$ cat src/rtl/core/pub_pkg.sv
// pub_pkg: shared types, constants, helpers and the control store
// of the pcm upsampler with biquad low-pass.
// no dependencies; used by every module of the block.
`default_nettype none

package pub_pkg;

  // field widths
  localparam int SAMPLE_W = 16;
  localparam int COEF_W   = 18;
  localparam int RATIO_W  = 6;
  localparam int LVL_W    = 8;
  localparam int BYTE_W   = 8;
  localparam int CFG_IDX_W = 3;

  // shared multiplier and accumulator
  localparam int MUL_A_W = 21;
  localparam int MUL_B_W = 18;
  localparam int PROD_W  = MUL_A_W + MUL_B_W;
  localparam int ACC_W   = 40;

  // interpolation divider: |num| < 2^21, quotient fits 16 bits
  localparam int DIV_N_W   = 21;
  localparam int DIV_Q_W   = 16;
  localparam int DIV_ITERS = DIV_Q_W;
  localparam int LOOP_W    = $clog2(DIV_ITERS);

  // divide by 15 through ceil(2^19 / 15), one correction step
  localparam int RECIP_SH = 19;
  localparam int LQ_W     = 17;
  localparam logic [16:0] RECIP15 = 17'd34953;

  localparam logic [BYTE_W-1:0] SILENCE = 8'h80;
  localparam int PC_W = 5;

  // register indexes
  localparam logic [CFG_IDX_W-1:0] REG_STEP_RATIO = 3'd0;
  localparam logic [CFG_IDX_W-1:0] REG_S1_B1      = 3'd1;
  localparam logic [CFG_IDX_W-1:0] REG_S1_A1      = 3'd2;
  localparam logic [CFG_IDX_W-1:0] REG_S1_A2      = 3'd3;
  localparam logic [CFG_IDX_W-1:0] REG_S2_B1      = 3'd4;
  localparam logic [CFG_IDX_W-1:0] REG_S2_A1      = 3'd5;
  localparam logic [CFG_IDX_W-1:0] REG_S2_A2      = 3'd6;
  localparam logic [CFG_IDX_W-1:0] REG_LEVELS     = 3'd7;

  typedef enum logic [2:0] {
    A_P0, A_P1, A_SUM, A_Y1, A_Y2, A_ABSX, A_PREG
  } a_sel_e;

  typedef enum logic [2:0] {
    B_B1, B_A1, B_A2, B_RMC, B_CNT, B_LVL_L, B_LVL_R, B_RECIP
  } b_sel_e;

  typedef enum logic [1:0] {
    ACC_HOLD, ACC_LOAD, ACC_ADD, ACC_SUB2
  } acc_op_e;

  typedef enum logic [3:0] {
    OP_NONE, OP_TAKE, OP_DIV_LOAD, OP_DIV_STEP, OP_DIV_END,
    OP_ROUND, OP_LVL_FIX, OP_OUT_L, OP_OUT_R
  } dp_op_e;

  typedef enum logic [1:0] {
    SEQ_NEXT, SEQ_LOOP, SEQ_END
  } seq_op_e;

  typedef enum logic {
    ST_IDLE, ST_RUN
  } state_e;

  typedef struct packed {
    a_sel_e  a_sel;
    b_sel_e  b_sel;
    acc_op_e acc_op;
    logic    stage;
    dp_op_e  dp_op;
    seq_op_e seq_op;
  } uword_t;

  typedef struct packed {
    uword_t uw;
    logic   run;
    logic   commit;
  } ctl_t;

  typedef struct packed {
    logic load;
    logic step;
  } div_ctl_t;

  typedef struct packed {
    logic signed [COEF_W-1:0] b1;
    logic signed [COEF_W-1:0] a1;
    logic signed [COEF_W-1:0] a2;
  } coef_t;

  typedef struct packed {
    logic signed [SAMPLE_W-1:0] x1;
    logic signed [SAMPLE_W-1:0] x2;
    logic signed [SAMPLE_W-1:0] y1;
    logic signed [SAMPLE_W-1:0] y2;
  } hist_t;

  function automatic logic signed [SAMPLE_W-1:0] sat16(input logic signed [ACC_W-1:0] v);
    if (v > 40'sd32767) begin
      return 16'sh7fff;
    end else if (v < -40'sd32768) begin
      return 16'sh8000;
    end else begin
      return v[SAMPLE_W-1:0];
    end
  endfunction

  function automatic uword_t mk(input a_sel_e a, input b_sel_e b, input acc_op_e ac,
                                input logic st, input dp_op_e op, input seq_op_e sq);
    uword_t w;
    w.a_sel  = a;
    w.b_sel  = b;
    w.acc_op = ac;
    w.stage  = st;
    w.dp_op  = op;
    w.seq_op = sq;
    return w;
  endfunction

  // control store: the product register lags the operand selects, so
  // accumulate fields act on the previous step's product
  function automatic uword_t ucode(input logic [PC_W-1:0] pc);
    uword_t w;
    case (pc)
      // interpolation
      5'd0:  w = mk(A_P0,   B_RMC,   ACC_HOLD, 1'b0, OP_TAKE,     SEQ_NEXT);
      5'd1:  w = mk(A_P0,   B_RMC,   ACC_HOLD, 1'b0, OP_NONE,     SEQ_NEXT);
      5'd2:  w = mk(A_P1,   B_CNT,   ACC_LOAD, 1'b0, OP_NONE,     SEQ_NEXT);
      5'd3:  w = mk(A_P0,   B_RMC,   ACC_ADD,  1'b0, OP_NONE,     SEQ_NEXT);
      5'd4:  w = mk(A_P0,   B_RMC,   ACC_HOLD, 1'b0, OP_DIV_LOAD, SEQ_NEXT);
      5'd5:  w = mk(A_P0,   B_RMC,   ACC_HOLD, 1'b0, OP_DIV_STEP, SEQ_LOOP);
      5'd6:  w = mk(A_P0,   B_RMC,   ACC_HOLD, 1'b0, OP_DIV_END,  SEQ_NEXT);
      // first biquad
      5'd7:  w = mk(A_SUM,  B_B1,    ACC_HOLD, 1'b0, OP_NONE,     SEQ_NEXT);
      5'd8:  w = mk(A_Y1,   B_A1,    ACC_LOAD, 1'b0, OP_NONE,     SEQ_NEXT);
      5'd9:  w = mk(A_Y2,   B_A2,    ACC_SUB2, 1'b0, OP_NONE,     SEQ_NEXT);
      5'd10: w = mk(A_Y2,   B_A2,    ACC_SUB2, 1'b0, OP_NONE,     SEQ_NEXT);
      5'd11: w = mk(A_Y2,   B_A2,    ACC_HOLD, 1'b0, OP_ROUND,    SEQ_NEXT);
      // second biquad
      5'd12: w = mk(A_SUM,  B_B1,    ACC_HOLD, 1'b1, OP_NONE,     SEQ_NEXT);
      5'd13: w = mk(A_Y1,   B_A1,    ACC_LOAD, 1'b1, OP_NONE,     SEQ_NEXT);
      5'd14: w = mk(A_Y2,   B_A2,    ACC_SUB2, 1'b1, OP_NONE,     SEQ_NEXT);
      5'd15: w = mk(A_Y2,   B_A2,    ACC_SUB2, 1'b1, OP_NONE,     SEQ_NEXT);
      5'd16: w = mk(A_Y2,   B_A2,    ACC_HOLD, 1'b1, OP_ROUND,    SEQ_NEXT);
      // levels, left and right interleaved
      5'd17: w = mk(A_ABSX, B_LVL_L, ACC_HOLD, 1'b0, OP_NONE,     SEQ_NEXT);
      5'd18: w = mk(A_PREG, B_RECIP, ACC_LOAD, 1'b0, OP_NONE,     SEQ_NEXT);
      5'd19: w = mk(A_ABSX, B_LVL_R, ACC_HOLD, 1'b0, OP_LVL_FIX,  SEQ_NEXT);
      5'd20: w = mk(A_PREG, B_RECIP, ACC_LOAD, 1'b0, OP_OUT_L,    SEQ_NEXT);
      5'd21: w = mk(A_P0,   B_RMC,   ACC_HOLD, 1'b0, OP_LVL_FIX,  SEQ_NEXT);
      5'd22: w = mk(A_P0,   B_RMC,   ACC_HOLD, 1'b0, OP_OUT_R,    SEQ_NEXT);
      5'd23: w = mk(A_P0,   B_RMC,   ACC_HOLD, 1'b0, OP_NONE,     SEQ_END);
      default: w = mk(A_P0, B_RMC,   ACC_HOLD, 1'b0, OP_NONE,     SEQ_END);
    endcase
    return w;
  endfunction

endpackage

`default_nettype wire

$ cat src/rtl/core/pub_div.sv
// pub_div: restoring divider, one quotient bit per cycle while step is high, for the
// interpolation divide by the ratio. depends on pub_pkg.
`default_nettype none

module pub_div (
  input  logic                              clk_i,
  input  pub_pkg::div_ctl_t                 ctl_i,
  input  logic [pub_pkg::DIV_N_W-1:0]       dividend_i,
  input  logic [pub_pkg::RATIO_W-1:0]       divisor_i,
  output logic [pub_pkg::DIV_Q_W-1:0]       quot_o
);

  logic [pub_pkg::RATIO_W-1:0] rem_q, rem_d;
  logic [pub_pkg::DIV_Q_W-1:0] quo_q, quo_d;
  logic [pub_pkg::RATIO_W:0]   trial;
  logic                        ge;

  // partial remainder with the next dividend bit shifted in
  assign trial = {rem_q, quo_q[pub_pkg::DIV_Q_W-1]};
  assign ge    = trial >= {1'b0, divisor_i};

  always_comb begin
    rem_d = rem_q;
    quo_d = quo_q;
    if (ctl_i.load) begin
      // top bits are always below the divisor, so 16 steps suffice
      rem_d = pub_pkg::RATIO_W'(dividend_i[pub_pkg::DIV_N_W-1:pub_pkg::DIV_Q_W]);
      quo_d = dividend_i[pub_pkg::DIV_Q_W-1:0];
    end else if (ctl_i.step) begin
      rem_d = ge ? pub_pkg::RATIO_W'(trial - {1'b0, divisor_i})
                 : trial[pub_pkg::RATIO_W-1:0];
      quo_d = {quo_q[pub_pkg::DIV_Q_W-2:0], ge};
    end
  end

  always_ff @(posedge clk_i) begin
    rem_q <= rem_d;
    quo_q <= quo_d;
  end

  assign quot_o = quo_q;

endmodule

`default_nettype wire

$ cat src/rtl/core/pub_seq.sv
// pub_seq: step counter, loop counter and control store readout.
// depends on pub_pkg (state type, control word, ucode table).
`default_nettype none

module pub_seq (
  input  logic               clk_i,
  input  logic               rst_ni,
  input  logic               start_i,
  input  logic               out_free_i,
  output logic               busy_o,
  output pub_pkg::ctl_t      ctl_o
);

  pub_pkg::state_e              state_q, state_d;
  logic [pub_pkg::PC_W-1:0]     pc_q, pc_d;
  logic [pub_pkg::LOOP_W-1:0]   loop_q, loop_d;
  pub_pkg::uword_t              uw;

  assign uw = pub_pkg::ucode(pc_q);

  // next state
  always_comb begin
    state_d = state_q;
    pc_d    = pc_q;
    loop_d  = loop_q;
    case (state_q)
      pub_pkg::ST_IDLE: begin
        if (start_i) begin
          state_d = pub_pkg::ST_RUN;
          pc_d    = '0;
          loop_d  = '0;
        end
      end
      pub_pkg::ST_RUN: begin
        case (uw.seq_op)
          pub_pkg::SEQ_NEXT: begin
            pc_d = pc_q + pub_pkg::PC_W'(1);
          end
          pub_pkg::SEQ_LOOP: begin
            if (loop_q == pub_pkg::LOOP_W'(pub_pkg::DIV_ITERS - 1)) begin
              pc_d   = pc_q + pub_pkg::PC_W'(1);
              loop_d = '0;
            end else begin
              loop_d = loop_q + pub_pkg::LOOP_W'(1);
            end
          end
          pub_pkg::SEQ_END: begin
            if (out_free_i) begin
              state_d = pub_pkg::ST_IDLE;
              pc_d    = '0;
            end
          end
          default: begin
            state_d = pub_pkg::ST_IDLE;
            pc_d    = '0;
          end
        endcase
      end
      default: begin
        state_d = pub_pkg::ST_IDLE;
      end
    endcase
  end

  // outputs
  always_comb begin
    ctl_o.uw     = uw;
    ctl_o.run    = (state_q == pub_pkg::ST_RUN);
    ctl_o.commit = (state_q == pub_pkg::ST_RUN) && (uw.seq_op == pub_pkg::SEQ_END)
                   && out_free_i;
    busy_o       = (state_q != pub_pkg::ST_IDLE);
  end

  always_ff @(posedge clk_i or negedge rst_ni) begin
    if (!rst_ni) begin
      state_q <= pub_pkg::ST_IDLE;
      pc_q    <= '0;
      loop_q  <= '0;
    end else begin
      state_q <= state_d;
      pc_q    <= pc_d;
      loop_q  <= loop_d;
    end
  end

endmodule

`default_nettype wire

$ cat src/rtl/core/pub_dp.sv
// pub_dp: datapath driven by the control word: tick counter, history,
// shared multiplier, accumulator, level scaling. depends on pub_pkg, pub_div.
`default_nettype none

module pub_dp #(
  parameter int COUNT_BITS = 6
) (
  input  logic                                 clk_i,
  input  logic                                 rst_ni,
  input  pub_pkg::ctl_t                        ctl_i,
  input  logic [pub_pkg::RATIO_W-1:0]          step_ratio_i,
  input  pub_pkg::coef_t                       coef_s0_i,
  input  pub_pkg::coef_t                       coef_s1_i,
  input  logic [pub_pkg::LVL_W-1:0]            levels_i,
  input  logic [pub_pkg::BYTE_W-1:0]           in_byte_i,
  input  logic                                 in_ready_i,
  output logic signed [pub_pkg::SAMPLE_W-1:0]  res_left_o,
  output logic signed [pub_pkg::SAMPLE_W-1:0]  res_right_o,
  output logic                                 res_taken_o
);

  localparam int CW = (COUNT_BITS > pub_pkg::RATIO_W) ? COUNT_BITS : pub_pkg::RATIO_W;

  // state kept from tick to tick
  logic [COUNT_BITS-1:0]               cnt_q;
  logic signed [pub_pkg::SAMPLE_W-1:0] p0_q, p1_q;
  pub_pkg::hist_t                      hist_q [2];

  // working registers
  logic signed [pub_pkg::SAMPLE_W-1:0] x_q;
  logic signed [pub_pkg::PROD_W-1:0]   p_q;
  logic signed [pub_pkg::ACC_W-1:0]    acc_q, acc_d;
  logic [pub_pkg::LQ_W-1:0]            q_q;
  logic                                sign_q;
  logic                                taken_q;
  logic signed [pub_pkg::SAMPLE_W-1:0] left_q, right_q;

  logic [pub_pkg::RATIO_W-1:0]         ratio, c6, rmc;
  logic [CW-1:0]                       ratio_ext, cmax_ext;
  logic                                take;
  logic [pub_pkg::BYTE_W-1:0]          byte_eff;

  pub_pkg::hist_t                      cur_h;
  pub_pkg::coef_t                      cur_c;
  logic signed [pub_pkg::MUL_A_W-1:0]  mul_a;
  logic signed [pub_pkg::MUL_B_W-1:0]  mul_b;
  logic signed [pub_pkg::PROD_W-1:0]   prod;
  logic signed [18:0]                  sum19;
  logic signed [16:0]                  xs, abs_x;

  logic signed [pub_pkg::ACC_W-1:0]    acc_abs, rnd, qv, lv;
  logic signed [pub_pkg::SAMPLE_W-1:0] y;
  pub_pkg::div_ctl_t                   div_ctl;
  logic [pub_pkg::DIV_Q_W-1:0]         quot;

  logic [pub_pkg::LQ_W-1:0]            q0, q_fix;
  logic [21:0]                         q15;
  logic [19:0]                         m;

  // effective ratio: zero acts as one, clamp to the counter range
  assign ratio_ext = CW'(step_ratio_i);
  assign cmax_ext  = CW'({COUNT_BITS{1'b1}});

  always_comb begin
    if (step_ratio_i == '0) begin
      ratio = pub_pkg::RATIO_W'(1);
    end else if (ratio_ext > cmax_ext) begin
      ratio = pub_pkg::RATIO_W'(cmax_ext);
    end else begin
      ratio = step_ratio_i;
    end
  end

  assign take     = CW'(cnt_q) >= CW'(ratio);
  assign byte_eff = in_ready_i ? in_byte_i : pub_pkg::SILENCE;
  // after the take step the count is below the ratio
  assign c6       = pub_pkg::RATIO_W'(cnt_q);
  assign rmc      = ratio - c6;

  assign cur_h = hist_q[ctl_i.uw.stage];
  assign cur_c = ctl_i.uw.stage ? coef_s1_i : coef_s0_i;

  // x + 2*x1 + x2
  assign sum19 = 19'(x_q) + (19'($signed(cur_h.x1)) <<< 1) + 19'($signed(cur_h.x2));
  assign xs    = 17'(x_q);
  assign abs_x = xs[16] ? -xs : xs;

  // operand selection for the shared multiplier
  always_comb begin
    case (ctl_i.uw.a_sel)
      pub_pkg::A_P0:   mul_a = pub_pkg::MUL_A_W'(p0_q);
      pub_pkg::A_P1:   mul_a = pub_pkg::MUL_A_W'(p1_q);
      pub_pkg::A_SUM:  mul_a = pub_pkg::MUL_A_W'(sum19);
      pub_pkg::A_Y1:   mul_a = pub_pkg::MUL_A_W'($signed(cur_h.y1));
      pub_pkg::A_Y2:   mul_a = pub_pkg::MUL_A_W'($signed(cur_h.y2));
      pub_pkg::A_ABSX: mul_a = pub_pkg::MUL_A_W'(abs_x);
      pub_pkg::A_PREG: mul_a = $signed(p_q[pub_pkg::MUL_A_W-1:0]);
      default:         mul_a = '0;
    endcase
  end

  always_comb begin
    case (ctl_i.uw.b_sel)
      pub_pkg::B_B1:    mul_b = $signed(cur_c.b1);
      pub_pkg::B_A1:    mul_b = $signed(cur_c.a1);
      pub_pkg::B_A2:    mul_b = $signed(cur_c.a2);
      pub_pkg::B_RMC:   mul_b = $signed(pub_pkg::MUL_B_W'(rmc));
      pub_pkg::B_CNT:   mul_b = $signed(pub_pkg::MUL_B_W'(c6));
      pub_pkg::B_LVL_L: mul_b = $signed(pub_pkg::MUL_B_W'(levels_i[3:0]));
      pub_pkg::B_LVL_R: mul_b = $signed(pub_pkg::MUL_B_W'(levels_i[7:4]));
      pub_pkg::B_RECIP: mul_b = $signed(pub_pkg::MUL_B_W'(pub_pkg::RECIP15));
      default:          mul_b = '0;
    endcase
  end

  assign prod = mul_a * mul_b;

  // accumulator works on last step's product
  always_comb begin
    case (ctl_i.uw.acc_op)
      pub_pkg::ACC_HOLD: acc_d = acc_q;
      pub_pkg::ACC_LOAD: acc_d = pub_pkg::ACC_W'(p_q);
      pub_pkg::ACC_ADD:  acc_d = acc_q + pub_pkg::ACC_W'(p_q);
      pub_pkg::ACC_SUB2: acc_d = acc_q - (pub_pkg::ACC_W'(p_q) <<< 1);
      default:           acc_d = acc_q;
    endcase
  end

  // rounding, ties upward, floor shift by 16
  assign rnd = acc_q + 40'sd32768;
  assign y   = pub_pkg::sat16(rnd >>> 16);

  // divider hookup
  assign acc_abs      = acc_q[pub_pkg::ACC_W-1] ? -acc_q : acc_q;
  assign div_ctl.load = ctl_i.run && (ctl_i.uw.dp_op == pub_pkg::OP_DIV_LOAD);
  assign div_ctl.step = ctl_i.run && (ctl_i.uw.dp_op == pub_pkg::OP_DIV_STEP);

  pub_div u_div (
    .clk_i      (clk_i),
    .ctl_i      (div_ctl),
    .dividend_i (acc_abs[pub_pkg::DIV_N_W-1:0]),
    .divisor_i  (ratio),
    .quot_o     (quot)
  );

  assign qv = $signed(pub_pkg::ACC_W'(quot));

  // level: estimate from the reciprocal, at most one too high
  assign q0    = p_q[pub_pkg::RECIP_SH+pub_pkg::LQ_W-1:pub_pkg::RECIP_SH];
  assign m     = acc_q[19:0];
  assign q15   = (22'(q0) << 4) - 22'(q0);
  assign q_fix = (q15 > 22'(m)) ? q0 - pub_pkg::LQ_W'(1) : q0;
  assign lv    = x_q[pub_pkg::SAMPLE_W-1] ? -$signed(pub_pkg::ACC_W'(q_q))
                                           : $signed(pub_pkg::ACC_W'(q_q));

  // tick state
  always_ff @(posedge clk_i or negedge rst_ni) begin
    if (!rst_ni) begin
      cnt_q <= '0;
      p0_q  <= '0;
      p1_q  <= '0;
      for (int i = 0; i < 2; i++) begin
        hist_q[i] <= '0;
      end
    end else if (ctl_i.run) begin
      if (ctl_i.uw.dp_op == pub_pkg::OP_TAKE && take) begin
        cnt_q <= '0;
        p0_q  <= p1_q;
        p1_q  <= $signed({byte_eff ^ pub_pkg::SILENCE, 8'h00});
      end else if (ctl_i.commit) begin
        cnt_q <= cnt_q + COUNT_BITS'(1);
      end
      if (ctl_i.uw.dp_op == pub_pkg::OP_ROUND) begin
        hist_q[ctl_i.uw.stage].x2 <= cur_h.x1;
        hist_q[ctl_i.uw.stage].x1 <= x_q;
        hist_q[ctl_i.uw.stage].y2 <= cur_h.y1;
        hist_q[ctl_i.uw.stage].y1 <= y;
      end
    end
  end

  // working registers
  always_ff @(posedge clk_i) begin
    p_q   <= prod;
    acc_q <= acc_d;
    if (ctl_i.run) begin
      case (ctl_i.uw.dp_op)
        pub_pkg::OP_TAKE:     taken_q <= take && in_ready_i;
        pub_pkg::OP_DIV_LOAD: sign_q  <= acc_q[pub_pkg::ACC_W-1];
        pub_pkg::OP_DIV_END:  x_q     <= pub_pkg::sat16(sign_q ? -qv : qv);
        pub_pkg::OP_ROUND:    x_q     <= y;
        pub_pkg::OP_LVL_FIX:  q_q     <= q_fix;
        pub_pkg::OP_OUT_L:    left_q  <= pub_pkg::sat16(lv);
        pub_pkg::OP_OUT_R:    right_q <= pub_pkg::sat16(lv);
        default: ;
      endcase
    end
  end

  assign res_left_o  = left_q;
  assign res_right_o = right_q;
  assign res_taken_o = taken_q;

endmodule

`default_nettype wire

$ cat src/rtl/core/pcm_upsampler_biquad_lowpass.sv
// pcm_upsampler_biquad_lowpass: top level, register file, handshakes and
// output register. depends on pub_pkg, pub_seq, pub_dp (and pub_div below it).
//
// usage
// - every beat on the input channel is one output-rate tick. offered_byte_i
//   and byte_ready_i carry the sample the source offers for it; a beat is
//   taken at a rising edge with in_valid_i high and in_stall_o low
// - every input beat gives exactly one output beat: left and right samples
//   plus byte_taken_o, taken at an edge with out_valid_o high and
//   out_stall_i low
// - a microcoded sequencer runs a 24-step program over one shared 21x18
//   multiplier; the interpolation divide loops one quotient bit per cycle
//   and dominates
// - the next beat is taken only once the program for the last one ends
// - configuration writes (index, data) are always ready and land at the
//   accepting edge; write them only between beats
// - reset clears the tick counter, the interpolation points and all filter
//   history, and loads the register reset values (ratio 6, levels full)
// - a stalled receiver holds the result in the output register; the block
//   still takes the next beat and works it up to its last step, then waits
`default_nettype none

module pcm_upsampler_biquad_lowpass #(
  parameter int COUNT_BITS = 6
) (
  input  logic                                 clk_i,
  input  logic                                 rst_ni,
  // input beats
  input  logic                                 in_valid_i,
  output logic                                 in_stall_o,
  input  logic [pub_pkg::BYTE_W-1:0]           offered_byte_i,
  input  logic                                 byte_ready_i,
  // output beats
  output logic                                 out_valid_o,
  input  logic                                 out_stall_i,
  output logic signed [pub_pkg::SAMPLE_W-1:0]  left_sample_o,
  output logic signed [pub_pkg::SAMPLE_W-1:0]  right_sample_o,
  output logic                                 byte_taken_o,
  // register writes
  input  logic                                 cfg_valid_i,
  output logic                                 cfg_ready_o,
  input  logic [pub_pkg::CFG_IDX_W-1:0]        cfg_index_i,
  input  logic [pub_pkg::COEF_W-1:0]           cfg_data_i
);

  // register file
  logic [pub_pkg::RATIO_W-1:0] step_ratio_q;
  pub_pkg::coef_t              coef_s0_q, coef_s1_q;
  logic [pub_pkg::LVL_W-1:0]   levels_q;

  // input capture
  logic [pub_pkg::BYTE_W-1:0]  in_byte_q;
  logic                        in_ready_q;

  // output register
  logic                                out_valid_q;
  logic signed [pub_pkg::SAMPLE_W-1:0] out_left_q, out_right_q;
  logic                                out_taken_q;

  logic                                in_fire, out_free, busy;
  pub_pkg::ctl_t                       ctl;
  logic signed [pub_pkg::SAMPLE_W-1:0] res_left, res_right;
  logic                                res_taken;

  assign cfg_ready_o = 1'b1;
  assign in_stall_o  = busy;
  assign in_fire     = in_valid_i && !busy;
  // output register is free when empty or being drained this edge
  assign out_free    = !out_valid_q || !out_stall_i;

  always_ff @(posedge clk_i or negedge rst_ni) begin
    if (!rst_ni) begin
      step_ratio_q <= pub_pkg::RATIO_W'(6);
      coef_s0_q    <= '0;
      coef_s1_q    <= '0;
      levels_q     <= '1;
    end else if (cfg_valid_i) begin
      case (cfg_index_i)
        pub_pkg::REG_STEP_RATIO: step_ratio_q <= cfg_data_i[pub_pkg::RATIO_W-1:0];
        pub_pkg::REG_S1_B1:      coef_s0_q.b1 <= $signed(cfg_data_i);
        pub_pkg::REG_S1_A1:      coef_s0_q.a1 <= $signed(cfg_data_i);
        pub_pkg::REG_S1_A2:      coef_s0_q.a2 <= $signed(cfg_data_i);
        pub_pkg::REG_S2_B1:      coef_s1_q.b1 <= $signed(cfg_data_i);
        pub_pkg::REG_S2_A1:      coef_s1_q.a1 <= $signed(cfg_data_i);
        pub_pkg::REG_S2_A2:      coef_s1_q.a2 <= $signed(cfg_data_i);
        pub_pkg::REG_LEVELS:     levels_q     <= cfg_data_i[pub_pkg::LVL_W-1:0];
        default: ;
      endcase
    end
  end

  // hold the beat's payload for the whole program
  always_ff @(posedge clk_i) begin
    if (in_fire) begin
      in_byte_q  <= offered_byte_i;
      in_ready_q <= byte_ready_i;
    end
  end

  pub_seq u_seq (
    .clk_i      (clk_i),
    .rst_ni     (rst_ni),
    .start_i    (in_fire),
    .out_free_i (out_free),
    .busy_o     (busy),
    .ctl_o      (ctl)
  );

  pub_dp #(
    .COUNT_BITS (COUNT_BITS)
  ) u_dp (
    .clk_i        (clk_i),
    .rst_ni       (rst_ni),
    .ctl_i        (ctl),
    .step_ratio_i (step_ratio_q),
    .coef_s0_i    (coef_s0_q),
    .coef_s1_i    (coef_s1_q),
    .levels_i     (levels_q),
    .in_byte_i    (in_byte_q),
    .in_ready_i   (in_ready_q),
    .res_left_o   (res_left),
    .res_right_o  (res_right),
    .res_taken_o  (res_taken)
  );

  // output valid: set on commit, cleared once the beat is taken
  always_ff @(posedge clk_i or negedge rst_ni) begin
    if (!rst_ni) begin
      out_valid_q <= 1'b0;
    end else if (ctl.commit) begin
      out_valid_q <= 1'b1;
    end else if (!out_stall_i) begin
      out_valid_q <= 1'b0;
    end
  end

  always_ff @(posedge clk_i) begin
    if (ctl.commit) begin
      out_left_q  <= res_left;
      out_right_q <= res_right;
      out_taken_q <= res_taken;
    end
  end

  assign out_valid_o    = out_valid_q;
  assign left_sample_o  = out_left_q;
  assign right_sample_o = out_right_q;
  assign byte_taken_o   = out_taken_q;

  // a result never overwrites one the receiver is still holding off
  a_no_overwrite: assert property (@(posedge clk_i) disable iff (!rst_ni)
    (out_valid_q && out_stall_i) |-> !ctl.commit)
    else $error("result committed over a stalled output beat");

  // an accepted beat starts the program at once
  a_start_busy: assert property (@(posedge clk_i) disable iff (!rst_ni)
    in_fire |=> (busy && ctl.run))
    else $error("sequencer did not start on an accepted beat");

  // after commit the block is ready for the next beat and shows a result
  a_commit_idle: assert property (@(posedge clk_i) disable iff (!rst_ni)
    ctl.commit |=> (!in_stall_o && out_valid_o))
    else $error("sequencer not idle or output empty after commit");

endmodule

`default_nettype wire

$ cat config.mk
export PLATFORM = sky130hd
export DESIGN_NAME = pcm_upsampler_biquad_lowpass
export DESIGN_NICKNAME = d
export VERILOG_FILES = /design/src/rtl/core/pub_pkg.sv /design/src/rtl/core/pub_div.sv /design/src/rtl/core/pub_seq.sv /design/src/rtl/core/pub_dp.sv /design/src/rtl/core/pcm_upsampler_biquad_lowpass.sv
export SDC_FILE = /design/constraint.sdc
export NUM_CORES = 2
export LEC_CHECK = 0
export ABC_CLOCK_PERIOD_IN_PS = 15800
export BUFFER_PORTS_ARGS = -buffer_cell sky130_fd_sc_hd__clkbuf_2
export CAP_MARGIN = 20
export CORE_ASPECT_RATIO = 1.1
export CORE_MARGIN = 3
export CORE_UTILIZATION = 50
export DETAILED_ROUTE_END_ITERATION = 10
export MAX_ROUTING_LAYER = met4
export PLACE_DENSITY = 0.72
export SLEW_MARGIN = 20
export SYNTH_ARGS = -nofsm -noshare
export SYNTH_HDL_FRONTEND = slang
export SYNTH_SLANG_ARGS = --single-unit
$ cat constraint.sdc
create_clock -name clk_i -period 15.8 [get_ports clk_i]
set_input_delay 1.58 -clock clk_i [delete_from_list [all_inputs] [get_ports clk_i]]
set_output_delay 1.58 -clock clk_i [all_outputs]
set_load 0.05 [all_outputs]
# --- Yosys cells after proc, flatten, opt, wreduce, memory -nomap -nowiden ---
# Memory sizes are Yosys's and may differ from the RTL's.
# Index checks and enable logic that the tools add are counted.
totals:
  register_bits: 493
  latch_bits: 0
  mem_bits_rw: 0
  mem_bits_ro: 480
  inputBits: 35
  out_inout_bits: 36
  elab_cells: 208
  memories: 1
classes:
  n_addsub: 16
  mul: 1
  div: 0
  n_lt_le_gt_ge: 12
  eq_ne: 39
  n_shift: 0
  n_mux: 56
  n_bitwise: 3
  n_reduce_logical: 41
memory_table:
  columns: ["name", "words", "width", "read_ports", "rd_clocked_by_memory_dff", "write_ports", "line", "source"]
  rows:
  - ["(no name shown)", 32, 15, 1, 0, 0, "pub_pkg.sv:130", "case (pc)"]
op_table:
  columns: ["operator", "n"]
  rows:
  - ["$bwmux W128", 4]
  - ["$demux W64 S1", 4]
  - ["$mux W64", 4]
  - ["$pmux W21 S7", 1]
  - ["$mux W16", 9]
  - ["$pmux W18 S8", 1]
  - ["$pmux W40 S3", 1]
  - ["$gt A40 B16 Y1 const B", 2]
  - ["$lt A40 B16 Y1 const B", 2]
  - ["$mux W40", 2]
  - ["$mux W54", 1]
  - ["$mux W48", 1]
  - ["$add A40 B17 Y40 const B", 1]
  - ["$add A40 B39 Y40", 1]
  - ["$neg A16 Y40", 1]
  - ["$neg A17 Y40", 1]
  - ["$sub A40 B40 Y40", 1]
  - ["$mul A21 B18 Y39", 1]
  - ["$reduce_and A2 Y1", 18]
  - ["$mux W17", 2]
  - ["$eq A3 B3 Y1 const B", 11]
  - ["$mux W32", 1]
  - ["$pmux W16 S2", 1]
  - ["$mux W6", 5]
  - ["other kinds (50)", 92]

# --- Logic depth before layout (Yosys ltp) ---
# An unclocked memory read counts as a cell.
logic_depth:
  word_depth: 10
  mapped_depth: 47
  ltp_nobuf: 41

# --- Modules after synthesis ---
# From an unflattened synthesis, not the netlist that was laid out.
hier_totals:
  hier_cells: 4494
  hier_area_um2: 44196.1
by_module_without_submodules:
  columns: ["mod", "instances", "cells_per_inst", "area_each_um2", "seq_area_each_um2"]
  rows:
  - ["pub_dp", 1, 3951, 35718.0, 7747.4]
  - ["pcm_upsampler_biquad_lowpass", 1, 313, 6154.7, 4351.7]
  - ["pub_div", 1, 103, 1318.8, 650.6]
  - ["pub_seq", 1, 127, 1004.7, 250.2]

# --- Worst setup path after synthesis ---
# Ideal clock, no wire load.
synth_timing:
  kind: "flip-flop to flip-flop"
  startpoint: "register u_seq.pc_q[0] (netlist bit)"
  endpoint: "register u_dp.p_q[35] (netlist bit)"
  setup_time_ps: 72
  arrival_ps: 10889
  required_time_ps: 15728
  slack_ps: 4839
  stages_incl_launch_ff: 43
  n_path_buf: 5
  period_less_slack_ps: 10961
  path_cell_list: "dfrtp_1 > inv_1 > ha_1 > clkbuf_1 > a32oi_1 > buf_2 > buf_2 > buf_2 > buf_2 > mux2i_1 > fa_1 > inv_1 > ha_1 > nor2b_1 > o21ai_2 > a21boi_1 > o41a_1 > a41o_1 > [7 not listed] > inv_1 > fa_1 > inv_1 > fa_1 > fa_1 > fa_1 > inv_1 > ha_1 > a21oi_1 > o21ai_0 > or3_1 > o211ai_1 > o21ai_1 > o211ai_1 > a211oi_1 > a211o_1 > a21oi_1 > xnor2_1"
synth_via:
  elab_chain_cells: 9
  elab_cells_between_ends: 26
  classes_between: "2 x add/sub; 1 x mul; 13 x eq/ne; 6 x mux; 1 x bitwise; 2 x reduce/logical; 1 x memory"
synth_rtl:
  columns: ["element", "line", "source"]
  rows:
  - ["start, declared", "pub_seq.sv:15", "logic [pub_pkg::PC_W-1:0] pc_q, pc_d;"]
  - ["start signal, assigned", "pub_seq.sv:81", "pc_q <= pc_d;"]
  - ["$mem_v2 Z32 W15 *", null, null]
  - ["$not A1 Y2 (implied by the code)", "pub_dp.sv:80", "assign cur_h = hist_q[ctl_i.uw.stage];"]
  - ["$mux W64 (implied by the code) (3 in a row)", "pub_dp.sv:80", null]
  - ["$add A16 B17 Y18", "pub_dp.sv:84", "assign sum19 = 19'(x_q) + (19'($signed(cur_h.x1)) <<< 1) + 19'($signed(cur_h.x2));"]
  - ["$add A18 B16 Y19", "pub_dp.sv:84", null]
  - ["$pmux W21 S7", "pub_dp.sv:90", "case (ctl_i.uw.a_sel)"]
  - ["$mul A21 B18 Y39 *", "pub_dp.sv:116", "assign prod = mul_a * mul_b;"]
  - ["net u_dp.prod (one bit)", "pub_dp.sv:47", "logic signed [pub_pkg::PROD_W-1:0] prod;"]
  - ["end signal, assigned", "pub_dp.sv:184", "p_q <= prod;"]
  - ["end, declared", "pub_dp.sv:31", "logic signed [pub_pkg::PROD_W-1:0] p_q;"]
# Mark *: on every way through the listed nets, which the timed path passes. The rest lies on a longest branch. The select of a mux whose other input is x is not followed.
# A chain may end at the register's enable or synchronous reset.

==> impl_metrics.ini <==
[sta]
rsz0062_at_grt = no
period_share = 0.764
hold_violations = 0
tightest_slew_ps = 1140
setup_viol = 0
fin_ws_ps = 3740
final_max_slew_viol_count = 0
clock.fmax_mhz = 82.9
clock_skew_ps = 33.7
timing.slew.headroom = 0.237
post-route-min-period_ps = 12060
fin_setup_tns_ps = 0

[synth]
synth_cells = 4696
synth-warning-count = 0
synth-simple-area-share = 0.134
synth_xor_area_frac = 0.0466
synth_nets = 5386
syn_area_mm2 = 0.0442
synthAdderAreaFrac = 0.253
synth_compound_area_frac = 0.134
synth.distinct_cells = 96
synthArstFlopShare = 0.574
synth-edff-count = 170
syn_area_per_cell_um2 = 9.41
ys_seq_area_frac = 0.294
synth_seq_cells = 493
muxShareOfSynthArea = 0.0662
yosys_most_used_dff = dfrtp_1
synth_top_family_by_area = adder cells

[run]
max_cap_violations = 0

[final_layout]
final_net_count = 5374
finalInstanceArea_mm2 = 0.0475
num-fill-cells = 7752
multiInputGateArea_mm2 = 0.0282
synthToLayoutAreaGrowth_pct = 7.57
layout-drive-gt1-share = 0.107
regArea_mm2 = 0.0130

[route]
dr.first_iter.drc_count = 2603
vias = 34700
wl_per_cell_um = 21.2
drc = 0
ant_nets = 0
wl_um = 125000
dr.pass1.iters = 6
viasPerCell = 5.90

[critical_path]
cp_data_required_time_ps = 16370
path_class = reg -> reg
critPathCaptureType = register
critPathMaxFanout = 48
cp_common_cell = fa_1
crit_arrival_ps = 12640
cpMaxStageDelayCell = dfrtp_1
critPathMaxStageDelay_ps = 900
cp-start-kind = register

[placed_design]
place_congestion = 0.985
port-buffer-count = 69
hpwl_um = 94200
placed_cell_area_mm2 = 0.0458
pre_cts_ws_ps = 3910

[clock_tree]
cts_max_path_buffers = 3
h-tree-depth = 2
cts_sinks = 493
clk_pin_slew_ps = 70
cts_setup_buffers = 0
ctsResizeCount = 0
clock-root-buffer = clkbuf_16
ctsHoldBuffers = 0
cts_made_buffers = 51
clk_latency_ps = 650
cts_tree = done

[global_routing]
grt_pass1_wl_um = 195000
grt_pass1_vias = 35100
track_usage = 0.278
grt_max_degree = 176
grt-ovfl-total = 0
antenna_found_initial = 0

[die]
initial_core_util = 0.508
core.rowCount = 113
die_w_um = 289
die-area_mm2 = 0.0920
coreArea_mm2 = 0.0870
num_io_pins = 71
die_height_um = 318

[outcome]
status = complete, no violations

[hold_path]
min_path_type = reg -> reg
[area by class of cell]
class	count	share of cell area
multi-input combinational	3386	0.593
clock buffer	66	0.0297
clock inverter	30	0.00616
timing repair buffer	136	0.0183
tap	1150	0.0303
inverter	616	0.0487
sequential	493	0.274
antenna	1	0.0000527
[final timing paths]
check	startpoint	end	slack, ps	cells after the start
max	u_seq.pc_q[2]	u_dp.p_q[35]	3740	39
min	u_dp.res_right_o[12]	right_sample_o[12]	420	0
max reg2reg	u_seq.pc_q[2]	u_dp.p_q[35]	3740	39
min reg2reg	u_dp.res_right_o[12]	right_sample_o[12]	420	0
max in group asynchronous	rst_ni	coef_s1_q[46]	13420	2
min in group asynchronous	rst_ni	out_valid_o	950	1
[state kept, by name (all words and copies together) (netlist names), 4 cells and up]
register           flops
u_dp.x_q              16
u_dp.u_div.rem_q       6
u_dp.res_right_o      16
u_dp.acc_q            40
u_seq.loop_q           4
u_dp.u_div.quot_o     16
u_dp.hist_q          128
left_sample_o         16
coef_s0_q             54
coef_s1_q             54
right_sample_o        16
levels_q               8
in_byte_q              8
u_dp.q_q              17
u_dp.p1_q              8
u_dp.c6                6
u_seq.pc_q             5
u_dp.res_left_o       16
step_ratio_q           6
u_dp.p_q              39
u_dp.p0_q              8
[layout by cell type (no fill, tap or decap), drive strengths merged, types with 75 or more instances in the layout]
cell type and count:
nand3 75, inv 625, fa 392, edfxtp 170, a21oi 321, mux2 200, a21o 75, dfrtp 273
xnor2 174, clkbuf 135, o21ai 190, nand2 557, nor2 301, ha 263
[worst max-delay path: cells and delay by family (launching register included)]
kind	cells	cell delay [ps]
AO/OA/AOI/OAI	16	4350
adder cells (fa/ha/maj)	10	4160
buffers and inverters	6	950
AND/OR/NAND/NOR	4	910
flip-flops	1	900
multiplexers	2	560
XOR/XNOR	1	130
[cells in the mapped netlist, drive strengths merged (35+ instances only)]
cell / instances / share of area
nand3: 75 / 0.0085
o21ai: 190 / 0.022
dfxtp: 40 / 0.018
nand4: 35 / 0.0050
fa: 392 / 0.18
mux2i: 67 / 0.015
nor2b: 53 / 0.0075
inv: 616 / 0.052
clkbuf: 126 / 0.011
nand2b: 50 / 0.0071
nor3: 57 / 0.0068
xnor2: 174 / 0.034
dfrtp: 273 / 0.15
and2: 55 / 0.0078
nor2: 301 / 0.026
edfxtp: 170 / 0.12
mux2: 200 / 0.051
nand2: 557 / 0.047
a211oi: 40 / 0.0069
a21o: 75 / 0.013
a21oi: 321 / 0.037
xor2: 61 / 0.012
ha: 263 / 0.074
buf: 75 / 0.0084
[kinds of logic (layout without fill, tap and decap cells)]
kind of cell,count (synthesis),count (layout)
adders and majority gates,659,659
DFF,493,493
muxes,267,267
xor gates and xnor gates,235,235
AOI/OAI and AO/OA,928,928
other,1,2
buffers and inverters,817,848
and+or+nand+nor,1296,1296
[per-stage QoR]
stage | hold WS (ps) | utilization | std cells
detailed placement | 405 | 0.527 | 5780
global route | 419 | 0.547 | 5877
global placement | 401 | 0.527 | 5779
floorplan | 400 | - | 4696
finish | 416 | 0.547 | 5878
CTS | 414 | 0.546 | 5876
[metal layers]
layer	up-vias	share of wire	track usage
li1	15800	-	-
met1	17300	0.40	0.351
met2	1291	0.47	0.436
met3	308	0.075	0.0489
met4	0	0.053	0.131
met5	-	0	-
Power is left out: the tool's default activity adds up to more than one toggle a clock period on the data nets, which glitch-free logic cannot reach.
